--- config.mk ---
export PLATFORM = sky130hd
export DESIGN_NAME = white_blob_centroid_steering_flat
export DESIGN_NICKNAME = d
export VERILOG_FILES = /design/src/hdl/wbcs_pkg.sv /design/src/hdl/wbcs_req_if.sv /design/src/hdl/wbcs_rsp_if.sv /design/src/hdl/wbcs_accum.sv /design/src/hdl/wbcs_divider.sv /design/src/hdl/wbcs_ctrl.sv /design/src/hdl/white_blob_centroid_steering.sv /design/src/flat_wrapper.sv
export SDC_FILE = /design/constraint.sdc
export NUM_CORES = 1
export LEC_CHECK = 0
export ABC_AREA = 1
export ABC_CLOCK_PERIOD_IN_PS = 10000
export BUFFER_PORTS_ARGS = -buffer_cell sky130_fd_sc_hd__buf_2
export CELL_PAD_IN_SITES_DETAIL_PLACEMENT = 1
export CELL_PAD_IN_SITES_GLOBAL_PLACEMENT = 1
export CORE_MARGIN = 1
export CORE_UTILIZATION = 39
export DETAILED_ROUTE_END_ITERATION = 8
export PLACE_DENSITY_LB_ADDON = 0.1
export SYNTH_ARGS = -nofsm -noshare
export SYNTH_HDL_FRONTEND = slang
export SYNTH_HIERARCHICAL = 1
export SYNTH_SLANG_ARGS = --single-unit
--- constraint.sdc ---
create_clock -name clock -period 10 [get_ports clock]
set_clock_uncertainty 0.1 [all_clocks]
set_input_delay 0 -clock clock [delete_from_list [all_inputs] [get_ports clock]]
set_output_delay 0 -clock clock [all_outputs]
set_load 0.03 [all_outputs]
--- src/hdl/wbcs_pkg.sv ---
// ----------------------------------------------------------------------------
// wbcs_pkg
// Shared widths, constants, codes and types of the white blob centroid
// steering block.
// ----------------------------------------------------------------------------
package wbcs_pkg;

   // field and state widths
   localparam int ROW_W      = 13;
   localparam int COL_W      = 12;
   localparam int PIX_W      = 8;
   localparam int WC_W       = 23;
   localparam int MOM_W      = 35;
   localparam int OFF_W      = 14;
   localparam int SC_W       = 6;
   localparam int LIN_W      = 9;
   localparam int ANG_W      = 13;
   localparam int CSR_IDX_W  = 3;
   localparam int CSR_DATA_W = 13;
   localparam int DIV_CNT_W  = 6;

   // row length limits
   localparam logic [ROW_W-1:0] MIN_ROW = 13'd2;
   localparam logic [ROW_W-1:0] MAX_ROW = 13'd4096;

   // register reset values
   localparam logic [ROW_W-1:0] ROW_BYTES_RST   = 13'd2400;
   localparam logic [PIX_W-1:0] WHITE_LEVEL_RST = 8'd255;
   localparam logic [7:0]       MIN_WHITE_RST   = 8'd5;
   localparam logic [SC_W-1:0]  LEFT_RST        = 6'd20;
   localparam logic [SC_W-1:0]  RIGHT_RST       = 6'd40;

   // accumulator limits
   localparam logic [WC_W-1:0] WHITE_MAX = {WC_W{1'b1}};
   localparam logic signed [MOM_W-1:0] MOMENT_MAX = {1'b0, {(MOM_W-1){1'b1}}};
   localparam logic signed [MOM_W-1:0] MOMENT_MIN = {1'b1, {(MOM_W-1){1'b0}}};

   // drive commands in thousandths
   localparam logic signed [LIN_W-1:0] LIN_FWD   = 9'sd100;
   localparam logic signed [LIN_W-1:0] LIN_STOP  = 9'sd0;
   localparam logic signed [LIN_W-1:0] LIN_REV   = -9'sd200;
   localparam logic signed [ANG_W-1:0] ANG_LEFT  = 13'sd500;
   localparam logic signed [ANG_W-1:0] ANG_RIGHT = -13'sd500;
   localparam logic signed [ANG_W-1:0] ANG_ZERO  = 13'sd0;
   localparam logic [ANG_W-1:0]        TURN_LIMIT = 13'd2048;

   // one quotient bit per step over the whole moment magnitude
   localparam logic [DIV_CNT_W-1:0] DIV_LAST = 6'(MOM_W - 1);

   typedef enum logic [CSR_IDX_W-1:0] {
      CSR_ROW_BYTES    = 3'd0,
      CSR_WHITE_LEVEL  = 3'd1,
      CSR_MIN_WHITE    = 3'd2,
      CSR_LEFT_FRAMES  = 3'd3,
      CSR_RIGHT_FRAMES = 3'd4
   } csr_index_type;

   typedef enum logic [1:0] {
      ST_IDLE,
      ST_DIV,
      ST_DONE
   } state_type;

   typedef struct packed {
      logic [ROW_W-1:0] row_bytes;
      logic [PIX_W-1:0] white_level;
      logic [7:0]       min_white_count;
      logic [SC_W-1:0]  left_search_frames;
      logic [SC_W-1:0]  right_search_frames;
   } csr_type;

   typedef struct packed {
      logic [WC_W-1:0]         white_count;
      logic signed [MOM_W-1:0] moment;
   } frame_stat_type;

   typedef struct packed {
      logic             start;
      logic [MOM_W-1:0] magnitude;
      logic [WC_W-1:0]  divisor;
   } div_cmd_type;

   typedef struct packed {
      logic             done;
      logic [MOM_W-1:0] quotient;
   } div_rsp_type;

endpackage

--- src/hdl/wbcs_req_if.sv ---
// ----------------------------------------------------------------------------
// wbcs_req_if
// Pixel request channel: valid/ready handshake with one image byte.
// ----------------------------------------------------------------------------
interface wbcs_req_if;
   logic                      valid;
   logic                      ready;
   logic [wbcs_pkg::PIX_W-1:0] pixel_byte;
   logic                      end_of_frame;

   modport source (output valid, output pixel_byte, output end_of_frame, input ready);
   modport sink   (input valid, input pixel_byte, input end_of_frame, output ready);
endinterface

--- src/hdl/wbcs_rsp_if.sv ---
// ----------------------------------------------------------------------------
// wbcs_rsp_if
// Drive command channel: valid/ready handshake with one steering command.
// ----------------------------------------------------------------------------
interface wbcs_rsp_if;
   logic                              valid;
   logic                              ready;
   logic signed [wbcs_pkg::LIN_W-1:0] linear_speed_milli;
   logic signed [wbcs_pkg::ANG_W-1:0] angular_rate_milli;
   logic                              target_found;

   modport source (output valid, output linear_speed_milli, output angular_rate_milli,
                   output target_found, input ready);
   modport sink   (input valid, input linear_speed_milli, input angular_rate_milli,
                   input target_found, output ready);
endinterface

--- src/hdl/wbcs_accum.sv ---
// ----------------------------------------------------------------------------
// wbcs_accum
// Frame accumulators: column tracking, white byte count and signed column
// moment, both saturating.
// ----------------------------------------------------------------------------
module wbcs_accum (
   input  logic                           clock,
   input  logic                           reset,
   input  logic                           accept,
   input  logic [wbcs_pkg::PIX_W-1:0]     pixel_byte,
   input  logic                           end_of_frame,
   input  wbcs_pkg::csr_type              csr,
   output wbcs_pkg::frame_stat_type       stat
);

   logic [wbcs_pkg::ROW_W-1:0]         row_len;
   logic [wbcs_pkg::COL_W-1:0]         half_len;
   logic signed [wbcs_pkg::OFF_W-1:0]  offset;
   logic                               is_white;
   logic signed [wbcs_pkg::MOM_W:0]    sum;
   logic [wbcs_pkg::ROW_W-1:0]         col_inc;

   logic [wbcs_pkg::COL_W-1:0]         col_ff, col_in;
   logic [wbcs_pkg::WC_W-1:0]          wc_ff, wc_in;
   logic signed [wbcs_pkg::MOM_W-1:0]  mom_ff, mom_in;

   // clamp the row length into its legal range
   always_comb begin
      if (csr.row_bytes < wbcs_pkg::MIN_ROW) begin
         row_len = wbcs_pkg::MIN_ROW;
      end else if (csr.row_bytes > wbcs_pkg::MAX_ROW) begin
         row_len = wbcs_pkg::MAX_ROW;
      end else begin
         row_len = csr.row_bytes;
      end
   end

   assign half_len = row_len[wbcs_pkg::ROW_W-1:1];
   assign offset   = $signed({2'b00, col_ff}) - $signed({2'b00, half_len});
   assign is_white = (pixel_byte == csr.white_level);
   assign sum      = (wbcs_pkg::MOM_W+1)'(mom_ff) + (wbcs_pkg::MOM_W+1)'(offset);
   assign col_inc  = {1'b0, col_ff} + 13'd1;

   // update the counts with the current byte
   always_comb begin
      stat.white_count = wc_ff;
      stat.moment      = mom_ff;
      if (is_white) begin
         if (wc_ff != wbcs_pkg::WHITE_MAX) begin
            stat.white_count = wc_ff + 1'b1;
         end
         case (sum[wbcs_pkg::MOM_W:wbcs_pkg::MOM_W-1])
            2'b01:   stat.moment = wbcs_pkg::MOMENT_MAX;
            2'b10:   stat.moment = wbcs_pkg::MOMENT_MIN;
            default: stat.moment = sum[wbcs_pkg::MOM_W-1:0];
         endcase
      end
   end

   // advance the column, clear everything at frame end
   always_comb begin
      col_in = col_ff;
      wc_in  = wc_ff;
      mom_in = mom_ff;
      if (accept) begin
         if (end_of_frame) begin
            col_in = '0;
            wc_in  = '0;
            mom_in = '0;
         end else begin
            col_in = (col_inc >= row_len) ? '0 : col_inc[wbcs_pkg::COL_W-1:0];
            wc_in  = stat.white_count;
            mom_in = stat.moment;
         end
      end
   end

   always_ff @(posedge clock) begin
      if (reset) begin
         col_ff <= '0;
         wc_ff  <= '0;
         mom_ff <= '0;
      end else begin
         col_ff <= col_in;
         wc_ff  <= wc_in;
         mom_ff <= mom_in;
      end
   end

endmodule

--- src/hdl/wbcs_divider.sv ---
// ----------------------------------------------------------------------------
// wbcs_divider
// Restoring divider: one quotient bit per cycle, moment magnitude over the
// white count.
// ----------------------------------------------------------------------------
module wbcs_divider (
   input  logic                  clock,
   input  logic                  reset,
   input  wbcs_pkg::div_cmd_type cmd,
   output wbcs_pkg::div_rsp_type rsp
);

   logic                             busy_ff, busy_in;
   logic                             done_ff, done_in;
   logic [wbcs_pkg::DIV_CNT_W-1:0]   cnt_ff, cnt_in;
   logic [wbcs_pkg::WC_W-1:0]        rem_ff, rem_in;
   logic [wbcs_pkg::MOM_W-1:0]       quo_ff, quo_in;
   logic [wbcs_pkg::WC_W-1:0]        dsr_ff, dsr_in;

   logic [wbcs_pkg::WC_W:0]          trial;
   logic [wbcs_pkg::WC_W:0]          diff;
   logic                             fits;

   // trial subtract of the shifted remainder
   assign trial = {rem_ff, quo_ff[wbcs_pkg::MOM_W-1]};
   assign diff  = trial - {1'b0, dsr_ff};
   assign fits  = (trial >= {1'b0, dsr_ff});

   always_comb begin
      busy_in = busy_ff;
      done_in = 1'b0;
      cnt_in  = cnt_ff;
      rem_in  = rem_ff;
      quo_in  = quo_ff;
      dsr_in  = dsr_ff;
      if (cmd.start) begin
         busy_in = 1'b1;
         cnt_in  = '0;
         rem_in  = '0;
         quo_in  = cmd.magnitude;
         dsr_in  = cmd.divisor;
      end else if (busy_ff) begin
         rem_in = fits ? diff[wbcs_pkg::WC_W-1:0] : trial[wbcs_pkg::WC_W-1:0];
         quo_in = {quo_ff[wbcs_pkg::MOM_W-2:0], fits};
         cnt_in = cnt_ff + 1'b1;
         if (cnt_ff == wbcs_pkg::DIV_LAST) begin
            busy_in = 1'b0;
            done_in = 1'b1;
         end
      end
   end

   always_ff @(posedge clock) begin
      if (reset) begin
         busy_ff <= 1'b0;
         done_ff <= 1'b0;
         cnt_ff  <= '0;
      end else begin
         busy_ff <= busy_in;
         done_ff <= done_in;
         cnt_ff  <= cnt_in;
      end
   end

   always_ff @(posedge clock) begin
      rem_ff <= rem_in;
      quo_ff <= quo_in;
      dsr_ff <= dsr_in;
   end

   assign rsp.done     = done_ff;
   assign rsp.quotient = quo_ff;

endmodule

--- src/hdl/wbcs_ctrl.sv ---
// ----------------------------------------------------------------------------
// wbcs_ctrl
// Frame-end sequencer: search counter, command selection, divider launch and
// the registered command output.
// ----------------------------------------------------------------------------
module wbcs_ctrl (
   input  logic                              clock,
   input  logic                              reset,
   input  wbcs_pkg::csr_type                 csr,
   input  logic                              req_accept,
   input  logic                              req_eof,
   input  wbcs_pkg::frame_stat_type          stat,
   output logic                              req_ready,
   output wbcs_pkg::div_cmd_type             div_cmd,
   input  wbcs_pkg::div_rsp_type             div_rsp,
   input  logic                              rsp_ready,
   output logic                              rsp_valid,
   output logic signed [wbcs_pkg::LIN_W-1:0] rsp_lin,
   output logic signed [wbcs_pkg::ANG_W-1:0] rsp_ang,
   output logic                              rsp_found
);

   wbcs_pkg::state_type                state_ff, state_in;
   logic [wbcs_pkg::SC_W-1:0]          sc_ff, sc_in;
   logic                               neg_ff;
   logic signed [wbcs_pkg::LIN_W-1:0]  pend_lin_ff;
   logic signed [wbcs_pkg::ANG_W-1:0]  pend_ang_ff;
   logic                               pend_found_ff;
   logic                               rsp_valid_ff;
   logic signed [wbcs_pkg::LIN_W-1:0]  rsp_lin_ff;
   logic signed [wbcs_pkg::ANG_W-1:0]  rsp_ang_ff;
   logic                               rsp_found_ff;

   logic                               eof_take;
   logic                               found;
   logic                               need_div;
   logic [wbcs_pkg::SC_W-1:0]          sc_step;
   logic                               load_out;
   logic [wbcs_pkg::ANG_W-1:0]         clip_mag;
   logic signed [wbcs_pkg::ANG_W-1:0]  ang_div;

   assign eof_take = req_accept && req_eof;
   assign found    = (stat.white_count >= {15'd0, csr.min_white_count});
   assign need_div = found && (stat.white_count != '0);
   assign sc_step  = sc_ff + 1'b1;

   // turn is minus the mean, clipped to the turn limit
   assign clip_mag = (div_rsp.quotient > 35'(wbcs_pkg::TURN_LIMIT)) ?
                     wbcs_pkg::TURN_LIMIT : div_rsp.quotient[wbcs_pkg::ANG_W-1:0];
   assign ang_div  = neg_ff ? $signed(clip_mag) : -$signed(clip_mag);

   // next state
   always_comb begin
      state_in = state_ff;
      case (state_ff)
         wbcs_pkg::ST_IDLE: begin
            if (eof_take) begin
               state_in = need_div ? wbcs_pkg::ST_DIV : wbcs_pkg::ST_DONE;
            end
         end
         wbcs_pkg::ST_DIV: begin
            if (div_rsp.done) begin
               state_in = wbcs_pkg::ST_DONE;
            end
         end
         wbcs_pkg::ST_DONE: begin
            if (!rsp_valid_ff || rsp_ready) begin
               state_in = wbcs_pkg::ST_IDLE;
            end
         end
         default: state_in = wbcs_pkg::ST_IDLE;
      endcase
   end

   // state outputs
   always_comb begin
      req_ready = 1'b0;
      load_out  = 1'b0;
      case (state_ff)
         wbcs_pkg::ST_IDLE: req_ready = 1'b1;
         wbcs_pkg::ST_DIV:  req_ready = 1'b0;
         wbcs_pkg::ST_DONE: load_out  = !rsp_valid_ff || rsp_ready;
         default:           req_ready = 1'b0;
      endcase
   end

   assign div_cmd.start     = eof_take && need_div;
   assign div_cmd.magnitude = stat.moment[wbcs_pkg::MOM_W-1] ?
                              wbcs_pkg::MOM_W'(-stat.moment) : stat.moment;
   assign div_cmd.divisor   = stat.white_count;

   // search counter steps on frames without a target and clears on a target or a reverse
   always_comb begin
      sc_in = sc_ff;
      if (eof_take) begin
         if (found || (sc_step >= csr.right_search_frames &&
                       sc_step >= csr.left_search_frames)) begin
            sc_in = '0;
         end else begin
            sc_in = sc_step;
         end
      end
   end

   always_ff @(posedge clock) begin
      if (reset) begin
         state_ff     <= wbcs_pkg::ST_IDLE;
         sc_ff        <= '0;
         rsp_valid_ff <= 1'b0;
      end else begin
         state_ff <= state_in;
         sc_ff    <= sc_in;
         if (load_out) begin
            rsp_valid_ff <= 1'b1;
         end else if (rsp_ready) begin
            rsp_valid_ff <= 1'b0;
         end
      end
   end

   // pick the pending command, fill in the turn once the divider is done
   always_ff @(posedge clock) begin
      if (eof_take) begin
         neg_ff        <= stat.moment[wbcs_pkg::MOM_W-1];
         pend_found_ff <= found;
         if (found) begin
            pend_lin_ff <= wbcs_pkg::LIN_FWD;
            pend_ang_ff <= wbcs_pkg::ANG_ZERO;
         end else if (sc_step < csr.left_search_frames) begin
            pend_lin_ff <= wbcs_pkg::LIN_STOP;
            pend_ang_ff <= wbcs_pkg::ANG_LEFT;
         end else if (sc_step < csr.right_search_frames) begin
            pend_lin_ff <= wbcs_pkg::LIN_STOP;
            pend_ang_ff <= wbcs_pkg::ANG_RIGHT;
         end else begin
            pend_lin_ff <= wbcs_pkg::LIN_REV;
            pend_ang_ff <= wbcs_pkg::ANG_ZERO;
         end
      end else if (state_ff == wbcs_pkg::ST_DIV && div_rsp.done) begin
         pend_ang_ff <= ang_div;
      end
      if (load_out) begin
         rsp_lin_ff   <= pend_lin_ff;
         rsp_ang_ff   <= pend_ang_ff;
         rsp_found_ff <= pend_found_ff;
      end
   end

   assign rsp_valid = rsp_valid_ff;
   assign rsp_lin   = rsp_lin_ff;
   assign rsp_ang   = rsp_ang_ff;
   assign rsp_found = rsp_found_ff;

endmodule

--- src/hdl/white_blob_centroid_steering.sv ---
// A frame-end request without a target (or with a zero white count) goes straight to
// the done state; otherwise the divider first takes 35 steps, one quotient bit each.
// Throughput: one byte per cycle inside a frame; after the frame-end byte the
// block takes no request until the command is in the output register.
// Reset (synchronous, active high) restores the register defaults, clears the
// accumulators, the search counter and the output valid.
// ----------------------------------------------------------------------------
// white_blob_centroid_steering
// Tracks the white byte centroid of each frame and emits one drive command
// at every frame end.
// ----------------------------------------------------------------------------
module white_blob_centroid_steering (
   input  logic                              clock,
   input  logic                              reset,
   wbcs_req_if.sink                          req_chan,
   wbcs_rsp_if.source                        rsp_chan,
   input  logic                              csr_wr_en,
   input  logic [wbcs_pkg::CSR_IDX_W-1:0]    csr_index,
   input  logic [wbcs_pkg::CSR_DATA_W-1:0]   csr_wdata
);

   wbcs_pkg::csr_type        csr_ff, csr_in;
   wbcs_pkg::frame_stat_type stat;
   wbcs_pkg::div_cmd_type    div_cmd;
   wbcs_pkg::div_rsp_type    div_rsp;
   logic                     req_accept;

   // register writes
   always_comb begin
      csr_in = csr_ff;
      if (csr_wr_en) begin
         case (csr_index)
            wbcs_pkg::CSR_ROW_BYTES:    csr_in.row_bytes = csr_wdata;
            wbcs_pkg::CSR_WHITE_LEVEL:  csr_in.white_level = csr_wdata[7:0];
            wbcs_pkg::CSR_MIN_WHITE:    csr_in.min_white_count = csr_wdata[7:0];
            wbcs_pkg::CSR_LEFT_FRAMES:  csr_in.left_search_frames = csr_wdata[5:0];
            wbcs_pkg::CSR_RIGHT_FRAMES: csr_in.right_search_frames = csr_wdata[5:0];
            default:                    csr_in = csr_ff;
         endcase
      end
   end

   always_ff @(posedge clock) begin
      if (reset) begin
         csr_ff.row_bytes           <= wbcs_pkg::ROW_BYTES_RST;
         csr_ff.white_level         <= wbcs_pkg::WHITE_LEVEL_RST;
         csr_ff.min_white_count     <= wbcs_pkg::MIN_WHITE_RST;
         csr_ff.left_search_frames  <= wbcs_pkg::LEFT_RST;
         csr_ff.right_search_frames <= wbcs_pkg::RIGHT_RST;
      end else begin
         csr_ff <= csr_in;
      end
   end

   assign req_accept = req_chan.valid && req_chan.ready;

   wbcs_accum u_accum (
      .clock        (clock),
      .reset        (reset),
      .accept       (req_accept),
      .pixel_byte   (req_chan.pixel_byte),
      .end_of_frame (req_chan.end_of_frame),
      .csr          (csr_ff),
      .stat         (stat)
   );

   wbcs_divider u_divider (
      .clock (clock),
      .reset (reset),
      .cmd   (div_cmd),
      .rsp   (div_rsp)
   );

   wbcs_ctrl u_ctrl (
      .clock      (clock),
      .reset      (reset),
      .csr        (csr_ff),
      .req_accept (req_accept),
      .req_eof    (req_chan.end_of_frame),
      .stat       (stat),
      .req_ready  (req_chan.ready),
      .div_cmd    (div_cmd),
      .div_rsp    (div_rsp),
      .rsp_ready  (rsp_chan.ready),
      .rsp_valid  (rsp_chan.valid),
      .rsp_lin    (rsp_chan.linear_speed_milli),
      .rsp_ang    (rsp_chan.angular_rate_milli),
      .rsp_found  (rsp_chan.target_found)
   );

endmodule

--- src/flat_wrapper.sv ---
// flat-port wrapper written by rule: the top's interface ports become plain ports
module white_blob_centroid_steering_flat 
  (clock, reset, csr_wr_en, csr_index, csr_wdata, req_chan_valid, req_chan_pixel_byte, req_chan_end_of_frame, req_chan_ready, rsp_chan_valid, rsp_chan_linear_speed_milli, rsp_chan_angular_rate_milli, rsp_chan_target_found, rsp_chan_ready);
  wbcs_req_if req_chan_i ();
  wbcs_rsp_if rsp_chan_i ();
  input  logic clock;
  input  logic reset;
  input  logic csr_wr_en;
  input  logic [wbcs_pkg::CSR_IDX_W-1:0] csr_index;
  input  logic [wbcs_pkg::CSR_DATA_W-1:0] csr_wdata;
  input wire logic [$bits(req_chan_i.valid)-1:0] req_chan_valid;
  input wire logic [$bits(req_chan_i.pixel_byte)-1:0] req_chan_pixel_byte;
  input wire logic [$bits(req_chan_i.end_of_frame)-1:0] req_chan_end_of_frame;
  output wire logic [$bits(req_chan_i.ready)-1:0] req_chan_ready;
  output wire logic [$bits(rsp_chan_i.valid)-1:0] rsp_chan_valid;
  output wire logic [$bits(rsp_chan_i.linear_speed_milli)-1:0] rsp_chan_linear_speed_milli;
  output wire logic [$bits(rsp_chan_i.angular_rate_milli)-1:0] rsp_chan_angular_rate_milli;
  output wire logic [$bits(rsp_chan_i.target_found)-1:0] rsp_chan_target_found;
  input wire logic [$bits(rsp_chan_i.ready)-1:0] rsp_chan_ready;
  assign req_chan_i.valid = req_chan_valid;
  assign req_chan_i.pixel_byte = req_chan_pixel_byte;
  assign req_chan_i.end_of_frame = req_chan_end_of_frame;
  assign req_chan_ready = req_chan_i.ready;
  assign rsp_chan_valid = rsp_chan_i.valid;
  assign rsp_chan_linear_speed_milli = rsp_chan_i.linear_speed_milli;
  assign rsp_chan_angular_rate_milli = rsp_chan_i.angular_rate_milli;
  assign rsp_chan_target_found = rsp_chan_i.target_found;
  assign rsp_chan_i.ready = rsp_chan_ready;
  white_blob_centroid_steering u_core (.clock(clock), .reset(reset), .req_chan(req_chan_i), .rsp_chan(rsp_chan_i), .csr_wr_en(csr_wr_en), .csr_index(csr_index), .csr_wdata(csr_wdata));
endmodule
### Yosys cells after proc, flatten, opt, wreduce, memory -nomap -nowiden

Index checks and enable logic that the tools add are counted.

* register bits: 256
* output and inout port bits: 25
* input bits: 30

* $lt $le $gt $ge: 10
* reduce and logical (&&, ||, !) cells: 24
* equality and inequality tests: 14
* add/subtract/negate cells: 9
* bitwise operators: 1
* multiplexer cells: 36

Operators with widths (number)
* 35-bit 2-to-1 mux: 4
* 13-bit 2-to-1 mux: 9
* 35-bit one-hot mux with 2 select lines: 1
* 23-bit 2-to-1 mux: 3
* 58-bit 2-to-1 mux: 1
* 35-bit by 13-bit adder with 36-bit output: 1
* 35-bit by 12-bit > comparator with 1-bit output, second input constant: 1
* 35-bit negation: 1
* 24-bit by 23-bit >= comparator with 1-bit output: 1
* 12-bit 2-to-1 mux: 2
* 23-bit by 1-bit adder with 23-bit output, second input constant: 1
* 23-bit by 8-bit >= comparator with 1-bit output: 1
* 23-bit inequality test, second input constant: 1
* 23-bit nonzero test: 1
* 23-bit subtractor: 1
* 12-bit by 1-bit adder with 13-bit output, second input constant: 1
* 13-bit >= comparator: 1
* 13-bit > comparator, second input constant: 1
* 13-bit by 2-bit < comparator with 1-bit output, second input constant: 1
* 13-bit negation: 1
* 12-bit by 12-bit subtractor with 13-bit output: 1
* 6-bit by 1-bit adder with 6-bit output, second input constant: 2
* 6-bit >= comparator: 2
* 6-bit < comparator: 2
* other kinds (26): 53

### Longest topological paths before layout

* depth in word-level cells: 13
* depth in mapped cells: 48

### Cells and area by module

Netlist, hierarchy kept.

By module, submodules not included
* wbcs_accum: sequential area each 1401.3 µm², area each 7454.6 µm², times used 1, cells an instance 1221
* wbcs_divider: sequential area each 2362.3 µm², area each 5360.1 µm², times used 1, cells an instance 733
* wbcs_ctrl: sequential area each 1231.2 µm², area each 4085.2 µm², times used 1, cells an instance 522
* white_blob_centroid_steering: sequential area each 820.8 µm², area each 1632.8 µm², times used 1, cells an instance 234

### Worst setup path after synthesis

No wires, ideal clock.

* kind: reg-to-reg
* start: register u_core/csr_ff[30] (netlist name)
* end: register u_core/u_divider/quo_ff[32] (netlist name), data pin
* slack: 2506 ps
* buffers on the path: 1
* stages on the path, launching flop included: 47
* data arrival time: 7142 ps
* clock period less this slack: 7494 ps
* path through: dfxtp_1 > nor4_1 > nand2_1 > nor4_1 > a21oi_1 > clkinv_1 > nand2_1 > ha_1 > a21oi_1 > o21ai_0 > nand3_1 > nand2_1 > a21oi_1 > o21bai_1 > nand3_1 > nand2_1 > a21o_1 > a21oi_1 > [11 not listed] > ha_1 > inv_1 > a21oi_1 > buf_2 > a21oi_1 > inv_1 > ha_1 > nand4_2 > nor2_2 > nand2_2 > inv_2 > nand4_2 > nor3_4 > nor2_1 > o21ai_1 > nand2_1 > nand2_1 > nand2_1

RTL lines
* from (decl): RTL line white_blob_centroid_steering.sv:22 `wbcs_pkg::csr_type csr_ff, csr_in;`
* from (signal assigned): RTL line white_blob_centroid_steering.sv:51 `csr_ff <= csr_in;`
* to (signal assigned): RTL line wbcs_divider.sv:67 `quo_ff <= quo_in;`
* to (decl): RTL line wbcs_divider.sv:17 `logic [wbcs_pkg::MOM_W-1:0] quo_ff, quo_in;`

==> results.md <==
* RSZ-0062 raised after global routing: no
* Final WL at around 57000 µm
* Mapped Area at roughly 19000 µm²
* Worst Max-Slew Pin Slew at 1.25 ns
* Vias in the first global route at ~18000
* Total number of vias at 17400
* Synth area leaders: nand2_1 16%, dfxtp_1 16%, edfxtp_1 15%, ha_1 7.7%, inv_1 6.2%
* First-pass GRT wire length at 90800 µm
* Worst min path class: input pin to flop
* Pleak at slightly below 10 nW
* # hold bufs at CTS at between 40 and 50
* Cell repeated most along the worst path: nand2_1
* CP max FO at 19
* Critical path data arrival time at 8.37 ns
* Post-synthesis register bit count at 244
* Routability cong. at 0.912
* Post-DP HPWL at 43300 µm
* Root Driver: clkbuf_16
* DRT iter0 DRCs at 799
* Final setup fails at 0
* Max-cap violations at 0
* Worst vdd ir at around 130 µV
* Routed wire length per instance at about 17 µm
* Antenna viol nets, final at 0
* Via-per-instance ratio at 5.13
* Nets at 2903
* Resized Gates After CTS at 0
* Fin. Hold Viols at 0
* Post-Syn Instances at ~2700
* Post-synthesis area per instance at slightly below 7 µm²
* Yosys warns at 6
* WS Path Type: flop to flop
* Setup TNS at 0 ns
* Area Overhead vs Synth at 11.2%
* Seq/Total Area, Yosys at 0.314
* Die Span X at between 200 and 250 µm
* Failing checks: DRC
* Die height at 220 µm
* Power density over the cells at 131 nW/µm²
* CTS tree: yes
* Setup bufs post-CTS at 0
* Largest net degree at the start of global routing at 72
* Final global-route overflow total at 0
* Floorplan row count at around 80
* Slew margin rel. at 0.164
* Post-route DRC at 12
* Max H-tree Level at 1
* TritonCTS Buffers at 30
* Most frequent cells in the layout: 808 x nand2_1, 304 x inv_1, 277 x nor2_1
* Core ar. at between 40000 and 50000 µm²
* Most common cell after layout, fill and taps aside: nand2_1
* Die ar. at a little under 50000 µm²
* Setup crit start kind: flop
* Worst path slowest cell: a21oi_2
* Yosys top cell by area: nand2_1
* Max stage delay on crit path at roughly 0.84 ns
* Layout filler cell count at 6025
* Final period util at 0.815
* Starting Density at 0.396
* Boundary Pins at 55
* Yosys top cell area share at 0.164
* Clk buf depth at 3
* CP endpoint kind: flop
* CTS sink count at ~240
* Hold_ws at around 0.14 ns
* Initial antenna violation count at 0
* Reg clk slew, reported paths at 0.06 ns
* Yosys cell types at 63
* Tot GR Track Use at 0.233
* Fin. max-slew vios at 0
* ANT cells at 0
* Initial DRT Pass Iterations at 7
* Final worst path period need at approximately 8 ns
* PortBufs at between 50 and 60
* WP data required at ~10 ns
* Layout cells sized above 1 at 0.107
* Worst-skew pair later-pin latency at between 0.5 and 0.6 ns
* Status: finished, violations left
* Maximum clock frequency at around 120 MHz
-- through the flow --
stage / util / total power, mW / worst slack [ns] / area [µm²] / std cells
global route: 0.441 / 2.83 / 1.04 / 20600 / 3387
CTS: 0.441 / 2.74 / 1.83 / 20600 / 3387
detailed placement: 0.408 / 1.55 / 1.90 / 19100 / 3287
finish: 0.441 / 2.70 / 1.85 / 20600 / 3387
floorplan: - / 1.42 / 2.51 / 18500 / 2712
global placement: 0.408 / 1.53 / 2.07 / 19100 / 3287
-- final cells by class --
type	count	area, µm²	share of cell area
Multi-Input combinational cell	2050	10900	0.531
Sequential cell	244	5820	0.282
Inverter	320	1210	0.0585
Clock buffer	44	855	0.0415
Timing Repair Buffer	110	811	0.0394
Tap cell	607	759	0.0369
Clock inverter	12	211	0.0103
-- logic make-up (layout without fill, tap and decap cells) --
family | Yosys count | after routing | share of synthesized area
AO/OA/AOI/OAI | 330 | 330 | 0.102
flip-flops | 244 | 244 | 0.314
other | 1 | 3 | 0.000202
AND/OR/NAND/NOR | 1515 | 1515 | 0.365
buffers and inverters | 418 | 486 | 0.0973
XOR/XNOR | 85 | 85 | 0.0414
adder cells (fa/ha/maj) | 117 | 117 | 0.0802
-- state kept, by name (all words and copies together), names as in the netlist, 2 cells and up --
| signal | flops |
|---|---|
| u_core/u_accum/wc_ff | 23 |
| u_core/csr_ff | 41 |
| u_core/u_divider/rem_ff | 23 |
| u_core/u_ctrl/state_ff | 2 |
| u_core/u_ctrl/sc_ff | 6 |
| u_core/u_ctrl/rsp_lin | 3 |
| u_core/u_ctrl/rsp_ang | 13 |
| u_core/u_accum/mom_ff | 35 |
| u_core/u_divider/quo_ff | 35 |
| u_core/u_divider/dsr_ff | 23 |
| u_core/u_ctrl/pend_lin_ff | 3 |
| u_core/u_ctrl/pend_ang_ff | 13 |
| u_core/u_divider/cnt_ff | 6 |
| u_core/u_accum/col_ff | 12 |
-- routing by layer --
metal | vias to the layer above | track usage | wire length [µm]
met2 | 214 | 0.409 | 27200
met5 | - | 0 | 0
met1 | 8281 | 0.305 | 27000
li1 | 8798 | - | -
met3 | 75 | 0.0213 | 1620
met4 | 0 | 0.0540 | 1130
-- report_power, final --
part / total (mW) / leakage [nW] / switching [mW] / internal, mW
clock: 1.17 / 0.517 / 0.450 / 0.722
combinational: 0.421 / 7.18 / 0.316 / 0.105
sequential: 1.11 / 2.09 / 0.0222 / 1.09
total: 2.70 / 9.79 / 0.788 / 1.92
-- Yosys cell counts (all sizes together) --
| cell | n |
|---|---|
| a211oi | 2 |
| a21boi | 2 |
| a21o | 6 |
| a21oi | 193 |
| a31oi | 7 |
| a32oi | 3 |
| and2 | 7 |
| buf | 60 |
| clkbuf | 36 |
| clkinv | 3 |
| conb | 1 |
| dfxtp | 151 |
| dlygate4sd1 | 2 |
| edfxtp | 93 |
| fa | 3 |
| ha | 114 |
| inv | 317 |
| nand2 | 868 |
| nand3 | 213 |
| nand3b | 6 |
| nand4 | 29 |
| nor2 | 328 |
| nor3 | 31 |
| nor3b | 4 |
| nor4 | 19 |
| o211a | 1 |
| o211ai | 6 |
| o21a | 9 |
| o21ai | 84 |
| o21bai | 12 |
| o22ai | 1 |
| o311ai | 1 |
| o31ai | 2 |
| o41ai | 1 |
| or2 | 10 |
| xnor2 | 27 |
| xor2 | 58 |
-- worst max-delay path: cells and delay by family, from the launching register on --
kind                     cells  cell delay, ns
flip-flops                   1            0.32
adder cells (fa/ha/maj)      4            1.13
AND/OR/NAND/NOR             22            2.59
AO/OA/AOI/OAI               14            2.76
buffers and inverters        6            0.95
-- path summary, 6_finish.rpt --
kind / to / start / cells past startpoint / slack, ns
worst max-delay path: u_core/u_divider/quo_ff[32] / u_core/csr_ff[36] / 46 / 1.85
worst min-delay path: u_core/csr_ff[20] / csr_wdata[0] / 4 / 0.14
worst max register to register: u_core/u_divider/quo_ff[32] / u_core/csr_ff[36] / 46 / 1.85
worst min register to register: u_core/u_ctrl/rsp_lin[5] / u_core/u_ctrl/pend_lin_ff[5] / 0 / 0.32
(Power assumes the default switching activity.)
